File: src/assert_macros.svh
// Assertion macros for the sorted table RTL.
// Depends on nothing; included by the module that carries assertions.
`ifndef ASSERT_MACROS_SVH
`define ASSERT_MACROS_SVH

// Same-cycle implication, disabled during reset.
`define ASSERT_IMP(label, clk, rst_n, a, c) \
  label: assert property (@(posedge clk) disable iff (!(rst_n)) (a) |-> (c)) \
    else $error("assertion failed");

// Next-cycle implication, disabled during reset.
`define ASSERT_NEXT(label, clk, rst_n, a, c) \
  label: assert property (@(posedge clk) disable iff (!(rst_n)) (a) |=> (c)) \
    else $error("assertion failed");

`endif

File: src/stid_pkg.sv
// Package for the sorted table: depth, derived widths, codes and shared types.
// Depends on nothing.
package stid_pkg;

  localparam int TABLE_DEPTH = 16;
  localparam int IdxW = $clog2(TABLE_DEPTH);
  localparam int CntW = $clog2(TABLE_DEPTH + 1);

  localparam logic [1:0] OP_INSERT = 2'd0;
  localparam logic [1:0] OP_DELETE = 2'd1;
  localparam logic [1:0] OP_READ   = 2'd2;

  localparam logic [1:0] ST_OK        = 2'd0;
  localparam logic [1:0] ST_FULL      = 2'd1;
  localparam logic [1:0] ST_NOT_FOUND = 2'd2;
  localparam logic [1:0] ST_BAD_INDEX = 2'd3;

  typedef logic signed [31:0] word_t;

  typedef struct packed {
    logic lt;
    logic eq;
  } cmp_res_t;

endpackage

File: src/stid_ram.sv
// Generic single-write, single-read RAM with a registered read port.
// Depends on nothing.
module stid_ram #(
  parameter int Width = 32,
  parameter int Depth = 16
) (
  input  logic                     clk_i,
  input  logic                     we_i,
  input  logic [$clog2(Depth)-1:0] waddr_i,
  input  logic [Width-1:0]         wdata_i,
  input  logic [$clog2(Depth)-1:0] raddr_i,
  output logic [Width-1:0]         rdata_o
);

  logic [Width-1:0] mem_q [Depth];

  always_ff @(posedge clk_i) begin
    if (we_i) begin
      mem_q[waddr_i] <= wdata_i;
    end
    rdata_o <= mem_q[raddr_i];
  end

endmodule

File: src/stid_cmp.sv
// Shared signed compare unit of the sorted table walk.
// Depends on stid_pkg.
module stid_cmp (
  input  stid_pkg::word_t    a_i,
  input  stid_pkg::word_t    b_i,
  output stid_pkg::cmp_res_t res_o
);
  import stid_pkg::*;

  assign res_o.lt = (a_i < b_i);
  assign res_o.eq = (a_i == b_i);

endmodule

File: src/sorted_table_insert_delete.sv
// Sorted table of signed words: insert, delete of first match, read by index.
// Depends on stid_pkg, stid_ram and stid_cmp.
// An insert completes without a walk when full or empty, else shifts entries not below the value up one by one;
// a delete walks every entry (none when empty); a read checks the index, then reads the RAM.
// The result strobe is high in the cycle busy falls, so a new word may start then.
// Reset clears the count and control registers, not the entries; entries are undefined until written, no clearing pass.
module sorted_table_insert_delete (
  input  logic                     clk_i,
  input  logic                     rst_ni,
  input  logic                     start_i,
  output logic                     busy_o,
  input  logic [1:0]               operation_i,
  input  stid_pkg::word_t          value_i,
  input  logic [3:0]               index_i,
  output logic                     done_o,
  output logic [1:0]               status_o,
  output stid_pkg::word_t          read_value_o,
  output logic [4:0]               entry_count_o
);
  import stid_pkg::*;

  typedef enum logic [2:0] {
    S_IDLE,
    S_INS_EVAL,
    S_INS_PUT,
    S_DEL_EVAL,
    S_RD_WAIT
  } state_e;

  state_e          state_q, state_d;
  word_t           val_q, val_d;
  logic [CntW-1:0] k_q, k_d;
  logic [CntW-1:0] count_q, count_d;
  logic            found_q, found_d;
  logic            done_q, done_d;
  logic [1:0]      status_q, status_d;
  word_t           rdv_q, rdv_d;
  logic [4:0]      ecnt_q, ecnt_d;

  logic            we;
  logic [IdxW-1:0] waddr;
  word_t           wdata;
  logic [IdxW-1:0] raddr;
  word_t           rdata;
  cmp_res_t        cmp;

  stid_ram #(
    .Width(32),
    .Depth(TABLE_DEPTH)
  ) u_ram (
    .clk_i  (clk_i),
    .we_i   (we),
    .waddr_i(waddr),
    .wdata_i(wdata),
    .raddr_i(raddr),
    .rdata_o(rdata)
  );

  stid_cmp u_cmp (
    .a_i  (rdata),
    .b_i  (val_q),
    .res_o(cmp)
  );

  assign busy_o        = (state_q != S_IDLE);
  assign done_o        = done_q;
  assign status_o      = status_q;
  assign read_value_o  = rdv_q;
  assign entry_count_o = ecnt_q;

  always_comb begin
    state_d  = state_q;
    val_d    = val_q;
    k_d      = k_q;
    count_d  = count_q;
    found_d  = found_q;
    done_d   = 1'b0;
    status_d = status_q;
    rdv_d    = rdv_q;
    ecnt_d   = ecnt_q;
    we       = 1'b0;
    waddr    = IdxW'(k_q);
    wdata    = rdata;
    raddr    = IdxW'(k_q);

    case (state_q)
      S_IDLE: begin
        if (start_i) begin
          val_d    = value_i;
          status_d = ST_OK;
          rdv_d    = '0;
          ecnt_d   = 5'(count_q);
          case (operation_i)
            OP_INSERT: begin
              if (count_q == CntW'(TABLE_DEPTH)) begin
                status_d = ST_FULL;
                done_d   = 1'b1;
              end else if (count_q == '0) begin
                we      = 1'b1;
                waddr   = '0;
                wdata   = value_i;
                count_d = CntW'(1);
                ecnt_d  = 5'(CntW'(1));
                done_d  = 1'b1;
              end else begin
                k_d     = count_q;
                raddr   = IdxW'(count_q - CntW'(1));
                state_d = S_INS_EVAL;
              end
            end
            OP_DELETE: begin
              if (count_q == '0) begin
                status_d = ST_NOT_FOUND;
                done_d   = 1'b1;
              end else begin
                k_d     = '0;
                found_d = 1'b0;
                raddr   = '0;
                state_d = S_DEL_EVAL;
              end
            end
            OP_READ: begin
              if (32'(index_i) >= 32'(count_q)) begin
                status_d = ST_BAD_INDEX;
                done_d   = 1'b1;
              end else begin
                raddr   = IdxW'(index_i);
                state_d = S_RD_WAIT;
              end
            end
            default: begin
              done_d = 1'b1;
            end
          endcase
        end
      end
      S_INS_EVAL: begin
        we = 1'b1;
        if (cmp.lt) begin
          wdata   = val_q;
          count_d = count_q + CntW'(1);
          ecnt_d  = 5'(count_q + CntW'(1));
          done_d  = 1'b1;
          state_d = S_IDLE;
        end else begin
          wdata = rdata;
          k_d   = k_q - CntW'(1);
          raddr = IdxW'(k_q - CntW'(2));
          if (k_q == CntW'(1)) begin
            state_d = S_INS_PUT;
          end
        end
      end
      S_INS_PUT: begin
        we      = 1'b1;
        wdata   = val_q;
        count_d = count_q + CntW'(1);
        ecnt_d  = 5'(count_q + CntW'(1));
        done_d  = 1'b1;
        state_d = S_IDLE;
      end
      S_DEL_EVAL: begin
        if (found_q) begin
          we    = 1'b1;
          waddr = IdxW'(k_q - CntW'(1));
          wdata = rdata;
        end else if (cmp.eq) begin
          found_d = 1'b1;
        end
        if ((k_q + CntW'(1)) < count_q) begin
          k_d   = k_q + CntW'(1);
          raddr = IdxW'(k_q + CntW'(1));
        end else begin
          if (found_q || cmp.eq) begin
            count_d = count_q - CntW'(1);
            ecnt_d  = 5'(count_q - CntW'(1));
          end else begin
            status_d = ST_NOT_FOUND;
          end
          done_d  = 1'b1;
          state_d = S_IDLE;
        end
      end
      S_RD_WAIT: begin
        rdv_d   = rdata;
        done_d  = 1'b1;
        state_d = S_IDLE;
      end
      default: begin
        state_d = S_IDLE;
      end
    endcase
  end

  always_ff @(posedge clk_i or negedge rst_ni) begin
    if (!rst_ni) begin
      state_q  <= S_IDLE;
      val_q    <= '0;
      k_q      <= '0;
      count_q  <= '0;
      found_q  <= 1'b0;
      done_q   <= 1'b0;
      status_q <= ST_OK;
      rdv_q    <= '0;
      ecnt_q   <= '0;
    end else begin
      state_q  <= state_d;
      val_q    <= val_d;
      k_q      <= k_d;
      count_q  <= count_d;
      found_q  <= found_d;
      done_q   <= done_d;
      status_q <= status_d;
      rdv_q    <= rdv_d;
      ecnt_q   <= ecnt_d;
    end
  end

`include "assert_macros.svh"

  `ASSERT_IMP(a_done_when_idle, clk_i, rst_ni, done_q, state_q == S_IDLE)
  `ASSERT_IMP(a_count_bound, clk_i, rst_ni, 1'b1, 32'(count_q) <= TABLE_DEPTH)
  `ASSERT_IMP(a_write_when_active, clk_i, rst_ni, we, busy_o || start_i)
  `ASSERT_NEXT(a_read_keeps_count, clk_i, rst_ni,
    start_i && !busy_o && operation_i == OP_READ, $stable(count_q))

endmodule
File: config.mk
export PLATFORM = sky130hd
export DESIGN_NAME = sorted_table_insert_delete
export DESIGN_NICKNAME = d
export VERILOG_FILES = /design/src/stid_pkg.sv /design/src/stid_ram.sv /design/src/stid_cmp.sv /design/src/sorted_table_insert_delete.sv
export VERILOG_INCLUDE_DIRS = /design/src /design/src/src
export SDC_FILE = /design/constraint.sdc
export NUM_CORES = 1
export LEC_CHECK = 0
export ABC_AREA = 0
export BUFFER_PORTS_ARGS = -buffer_cell sky130_fd_sc_hd__buf_2
export CAP_MARGIN = 5
export CORE_MARGIN = 2
export CORE_UTILIZATION = 35
export DETAILED_ROUTE_END_ITERATION = 8
export PLACE_DENSITY_LB_ADDON = 0.3
export SLEW_MARGIN = 20
export SYNTH_ARGS = -nofsm -noshare
export SYNTH_HDL_FRONTEND = slang
export SYNTH_HIERARCHICAL = 1
export SYNTH_SLANG_ARGS = --single-unit
File: constraint.sdc
create_clock -name clk_i -period 7 [get_ports clk_i]
set_input_delay 2.1 -clock clk_i [delete_from_list [all_inputs] [get_ports clk_i]]
set_output_delay 2.1 -clock clk_i [all_outputs]
set_load 0.005 [all_outputs]
==> flow_metrics.tcl, run 1 <==
set metrics [dict create \
    status "complete, no violations" \
    grt_pass1_wl_mm 97.7 \
    hold_class "flip-flop to flip-flop" \
    place_hpwl_mm 38.2 \
    endpoint_kind "flip-flop" \
    antenna_cells 0 \
    yosys_warnings 6 \
    core-area_um2 72700 \
    gp_congestion 0.864 \
    power_frac_clock_pct 24.8 \
    synth_cell_types 70 \
    synth_edf_count 512 \
    critical_path_class "input pin to flip-flop" \
    final_nets 1733 \
    clk_transition_reported_paths_ps 60 \
    syn_inst 1531 \
    p_leak_nw 10.6 \
    syn2layout_area_growth_pct 16.8 \
    fin_ws_ps 1640 \
    fin_tns_setup_ps 0 \
    grt_start_max_net_pins 61 \
    period_needed_ps 5360 \
    track_usage_pct 17.7 \
    switchingPower_w 0.00534 \
    routed_wl_mm 66.2 \
    setup-violations-final 0 \
    path_max_fanout 31 \
    ys_ff_latch 625 \
    min_period_over_period_pct 76.5 \
    ant_nets 0 \
    htree_num_levels 3 \
    critical_path.cell_chain "buf_2, inv_1, ha_1, nand2b_1, a2111oi_0, nor3_1, o21ai_1, o21ai_0, a221oi_4, buf_12, mux4_2, a22oi_1, nand2_1" \
    slew_headroom_pct 23.1 \
    ys_seq_area_share_pct 70.4 \
    rsz0062_at_grt "false" \
    drt_iter0_drc 1486 \
    io_buffers 81 \
    sequentialPowerShare_pct 37.9 \
    detail_route.wl_per_cell_um 24.9 \
    vias_per_cell 5.47 \
    grt_overflow 0 \
    cp_data_required_time_ps 7490 \
    numClockSinks 625 \
    postCtsHoldBufs 0 \
    die_w_um 275 \
    row_count 99 \
    power_density_nw_per_um2 512 \
    die_y_um 275 \
    tightestPinTransition_ps 1150 \
    fmax_mhz 187 \
    dp_slack_ps 1050 \
    cts_root_buffer "clkbuf_16" \
    vias 14500 \
    clock_latency_ps 610 \
    avgSynthCellArea_um2 16.7 \
    cts_resized 0 \
    instances_no_fill 2655 \
    syn-cell-area_um2 25600 \
    fin_worst_skew_ps 24.0 \
    post-place-cells 2534 \
    cts_tree "done" \
    num_io_pins 82 \
    switching_share_pct 34.8 \
    max_stage_delay_ps 820 \
    synthArstFlopShare_pct 13.0 \
    worstSetupStartpointType "input pin" \
    synth_nets 1621 \
    grt_pass1_vias 14700 \
    die-area_um2 75400 \
    fillers 6451 \
    drc 0 \
    drv_cap 0 \
    first_pass_iters 8 \
    synthFlopType "edfxtp_1" \
    slowest_stage "a221oi_4" \
    floorplan.initialDensity_pct 35.3 \
    grt_antenna_before_repair 1 \
    fin_hold_ws_ps 477 \
    arrival_ps 5840 \
    peakVddDrop_v 0.000289 \
    cts_buffer_depth 3 \
    combinationalPowerShare_pct 37.3 \
    drive_gt1_share_pct 25.6 \
    cts_setup_buffers 0 \
    p_int_w 0.00998 \
    drv_slew 0 \
    cts_made_buffers 66 \
    hold_viol 0 \
]
-- cells in the final DEF (no fill, tap or decap), types with 11 or more instances in the layout --
cell       instances
o21ai_0           21
buf_12            11
a21oi_1           32
dfxtp_1           32
inv_1             53
nand2_1          187
mux4_2           128
dfrtp_1           81
edfxtp_1         512
clkbuf_16         70
a22oi_1          100
mux2_2            33
buf_4             35
nor3_1            12
clkbuf_8          13
nor2_4            13
nor2_1            20
ha_1              49
buf_2             80
nand2b_1          11
nand3_1           45
-- cells in the mapped netlist (16+ instances only) --
master,number,area share (%)
a21oi_1,33,0.64
a22oi_1,100,2.9
clkbuf_1,49,0.72
dfrtp_1,81,7.9
dfxtp_1,32,2.5
edfxtp_1,512,60
ha_1,49,2.4
inv_1,53,0.78
mux2_2,33,1.4
mux4_2,128,11
nand2_1,187,2.7
nand3_1,45,0.88
nor2_1,33,0.48
nor3_1,16,0.31
o21ai_0,21,0.41
-- registers in the layout, indices dropped and copies added, names as in the netlist --
name           cells
done_o             1
entry_count_o      5
found_q            1
k_q                5
read_value_o      32
state_q            3
status_o           2
u_ram/mem_q      512
u_ram/rdata_o     32
val_q             32
-- through the flow --
step | util (%) | area [um^2] | total power [W]
finish | 41.2 | 29900 | 0.0153
global route | 41.2 | 29900 | 0.0161
CTS | 41.2 | 29900 | 0.0154
detailed placement | 37.9 | 27500 | 0.0116
global placement | 37.9 | 27500 | 0.0114
floorplan | - | 25600 | 0.00959
-- power groups by stage --
stage	Sequential (W)	Combinational [W]	Clock, W
after floorplan	0.00569	0.00391	0
final	0.00581	0.00571	0.00380
after detailed placement	0.00589	0.00572	0
after global placement	0.00587	0.00557	0
after global routing	0.00587	0.00622	0.00401
after CTS	0.00581	0.00573	0.00387
-- cell families (layout without fill, tap and decap cells) --
| kind of cell | count (synthesis) | in the layout | synth area share (%) |
|---|---|---|---|
| flip-flops | 625 | 625 | 70.4 |
| AO/OA/AOI/OAI | 225 | 225 | 6.26 |
| multiplexers | 162 | 162 | 12.7 |
| adder cells (fa/ha/maj) | 49 | 49 | 2.39 |
| AND/OR/NAND/NOR | 328 | 328 | 5.86 |
| XOR/XNOR | 5 | 5 | 0.171 |
| buffers and inverters | 137 | 302 | 2.20 |
-- metal layers --
layer | global-route usage [%] | routed length, um | vias up
li1 | - | - | 6276
met1 | 25.1 | 29700 | 7650
met2 | 28.4 | 31200 | 488
met3 | 3.15 | 4110 | 99
met4 | 4.09 | 1140 | 2
met5 | 0 | 13 | -
-- path summary, 6_finish.rpt --
path / endpoint / start / slack [ps] / depth (start not counted)
max: u_ram/rdata_o[29] / index_i[0] / 1640 / 13
min: read_value_o[7] / u_ram/rdata_o[7] / 480 / 2
max reg2reg: u_ram/rdata_o[29] / val_q[7] / 1840 / 16
min reg2reg: read_value_o[7] / u_ram/rdata_o[7] / 480 / 2
max in group asynchronous: val_q[28] / rst_ni / 4390 / 2
min in group asynchronous: done_o / rst_ni / 1550 / 1
-- worst max-delay path, delay by kind of cell --
kind | cells | cell delay (ps)
and+or+nand+nor | 3 | 400
muxes | 1 | 340
AOI/OAI and AO/OA | 5 | 2260
adders and majority gates | 1 | 260
buffers and inverters | 3 | 440
-- area by class of cell --
cell class	count	area (um^2)	share of cell area, %
clock buffer	91	1960	6.55
clock inverter	30	448	1.50
inverter	55	206	0.689
multi-input combinational	769	7200	24.1
sequential	625	18000	60.3
tap	959	1200	4.01
timing repair buffer	126	883	2.95
Power figures use the tool's default switching activity.
==> run 2: changes to the inputs <==
--- a/config.mk
+++ b/config.mk
@@ -6,7 +6,7 @@
 export SDC_FILE = /design/constraint.sdc
 export NUM_CORES = 1
 export LEC_CHECK = 0
-export ABC_AREA = 0
+export ABC_AREA = 1
 export BUFFER_PORTS_ARGS = -buffer_cell sky130_fd_sc_hd__buf_2
 export CAP_MARGIN = 5
 export CORE_MARGIN = 2
==> constraint.sdc (replaced) <==
create_clock -name clk_i -period 4.3 [get_ports clk_i]
set_input_delay 1.29 -clock clk_i [delete_from_list [all_inputs] [get_ports clk_i]]
set_output_delay 1.29 -clock clk_i [all_outputs]
set_load 0.005 [all_outputs]
==> run 2 against run 1 <==
Design area increased by 9.7%. Non-clock buffer count increased by 54. Area after synthesis increased by 12%. Critical endpoint is now u_ram/mem_q[7][12]. Largest cell class unchanged.
==> flow_metrics.tcl, run 2 <==
set metrics [dict create \
    dp_slack_ps 451 \
    path_max_fanout 20 \
    postCtsHoldBufs 0 \
    cts_setup_buffers 0 \
    die_w_um 290 \
    seq_area_um2 18000 \
    gp_congestion 0.888 \
    yosys-top-cells-area "edfxtp_1, nand2_1, nand3_1, dfrtp_1, inv_1" \
    hold_viol 0 \
    vias 19900 \
    ys_seq_area_share_pct 62.9 \
    synthFlopType "edfxtp_1" \
    syn_inst 2908 \
    period_needed_ps 3820 \
    cts_resized 0 \
    floorplan.initialDensity_pct 35.2 \
    ys_ff_latch 625 \
    place_hpwl_mm 46.0 \
    cts_root_buffer "clkbuf_16" \
    die_y_um 290 \
    hold_class "flip-flop to flip-flop" \
    slew_headroom_pct 31.5 \
    first_pass_iters 5 \
    antenna_cells 0 \
    ant_nets 0 \
    clk_transition_reported_paths_ps 60 \
    netlist.area_leader.share_pct 53.6 \
    drv_slew 0 \
    grt_pass1_vias 19200 \
    arrival_ps 4000 \
    synth_nets 2998 \
    die-area_um2 84300 \
    htree_num_levels 3 \
    cts_buffer_depth 3 \
    core-area_um2 81600 \
    grt_start_max_net_pins 113 \
    synthArstFlopShare_pct 13.0 \
    drc 0 \
    fin_ws_ps 481 \
    synth.most_common_cell "nand2_1" \
    tightestPinTransition_ps 1030 \
    critical_path_class "flip-flop to flip-flop" \
    grt_pass1_wl_mm 118 \
    multi_input_area_um2 7990 \
    synth_commonest_cells "nand2_1, edfxtp_1, inv_1" \
    num_io_pins 82 \
    rsz0062_at_grt "false" \
    routed_wl_mm 76.8 \
    drv_cap 0 \
    detail_route.wl_per_cell_um 18.5 \
    fillers 7924 \
    synth_edf_count 512 \
    final_cell_mix "nand2_1, edfxtp_1, inv_1" \
    row_count 105 \
    avgSynthCellArea_um2 9.87 \
    cts_tree "done" \
    grt_overflow 0 \
    setup-violations-final 0 \
    cp_data_required_time_ps 4480 \
    final_nets 3114 \
    min_period_over_period_pct 88.8 \
    grt_antenna_before_repair 1 \
    cts_made_buffers 66 \
    worstSetupStartpointType "flip-flop" \
    r2r_slack_ps 480 \
    yosysTopAreaCell "edfxtp_1" \
    drt_iter0_drc 1647 \
    final_common_cell "nand2_1" \
    fin_tns_setup_ps 0 \
    io_buffers 81 \
    vias_per_cell 4.80 \
    largest_reg_flops 512 \
    fin_worst_skew_ps 27.0 \
    endpoint_kind "flip-flop" \
    syn-cell-area_um2 28700 \
    status "complete, no violations" \
    syn2layout_area_growth_pct 14.5 \
    drive_gt1_share_pct 11.5 \
    yosys_warnings 6 \
    regMostFlops "u_ram/mem_q" \
    clock_latency_ps 610 \
    fmax_mhz 262 \
    track_usage_pct 18.2 \
    synth_cell_types 43 \
    numClockSinks 625 \
]
run 2: cell count changes after synthesis, sizes merged, moves of 45 or more:
cell   delta
o21ai    +45
mux4    -128
a22oi    -99
nand3   +375
nand2   +729
inv     +464
buf      +85
run 2: final cells by class:
type	instances	area share, %
tap	1070	4.07
sequential	625	54.9
multi-input combinational	1633	24.3
clock inverter	28	0.761
timing repair buffer	180	4.43
clock buffer	89	5.57
inverter	518	5.95
run 2: kinds of logic (layout without fill, tap and decap cells):
family,count (synthesis),in the layout,synth area share [%]
AOI/OAI and AO/OA,164,164,4.05
DFF,625,625,62.9
adders and majority gates,49,49,2.14
buffers and inverters,650,815,9.88
and+or+nand+nor,1412,1412,20.8
xor gates and xnor gates,8,8,0.244
run 2: critical path, cell delays in order, from the launching register on:
cell and delay [ps]:
dfxtp_1 420, ha_1 350, nand2_1 90, inv_1 80, nand3_1 70, nor2_1 210
nand2_1 80, nand2_1 130, nand2_1 180, nand2_1 100, nand2_1 50, nand2_1 50
inv_1 100, nand2_1 150, inv_1 80, a21oi_2 120, nand2_2 320, buf_4 320
nand2_1 80, o221ai_2 380
run 2: path summary, 6_finish.rpt:
check	startpoint	end	depth (start not counted)
min in group asynchronous	rst_ni	val_q[14]	1
worst max register to register	u_ram/rdata_o[11]	u_ram/mem_q[7][12]	19
max in group asynchronous	rst_ni	read_value_o[28]	2
worst min register to register	read_value_o[18]	read_value_o[18]	1
worst max-delay path	u_ram/rdata_o[11]	u_ram/mem_q[7][12]	19
worst min-delay path	read_value_o[18]	read_value_o[18]	1
run 2: metal layers:
layer | track usage (%) | vias to the layer above | wire [um]
met5 | 0 | - | 0
met4 | 5.50 | 0 | 1760
met3 | 2.71 | 104 | 5320
met2 | 29.9 | 638 | 36000
met1 | 24.8 | 9493 | 33800
li1 | - | 9656 | -
run 2: through the flow:
stage	instances	util [%]	cell area [um^2]	hold WS [ps]
2_1_floorplan	2908	-	28700	473
3_3_place_gp	4022	37.7	30800	480
3_5_place_dp	4022	37.7	30800	479
4_1_cts	4139	40.2	32800	496
5_1_grt	4143	40.3	32900	506
6_report	4143	40.3	32900	490
Power of run 2 is left out: the tool's default activity adds up to more than one toggle a clock period on the data nets, which glitch-free logic cannot reach.
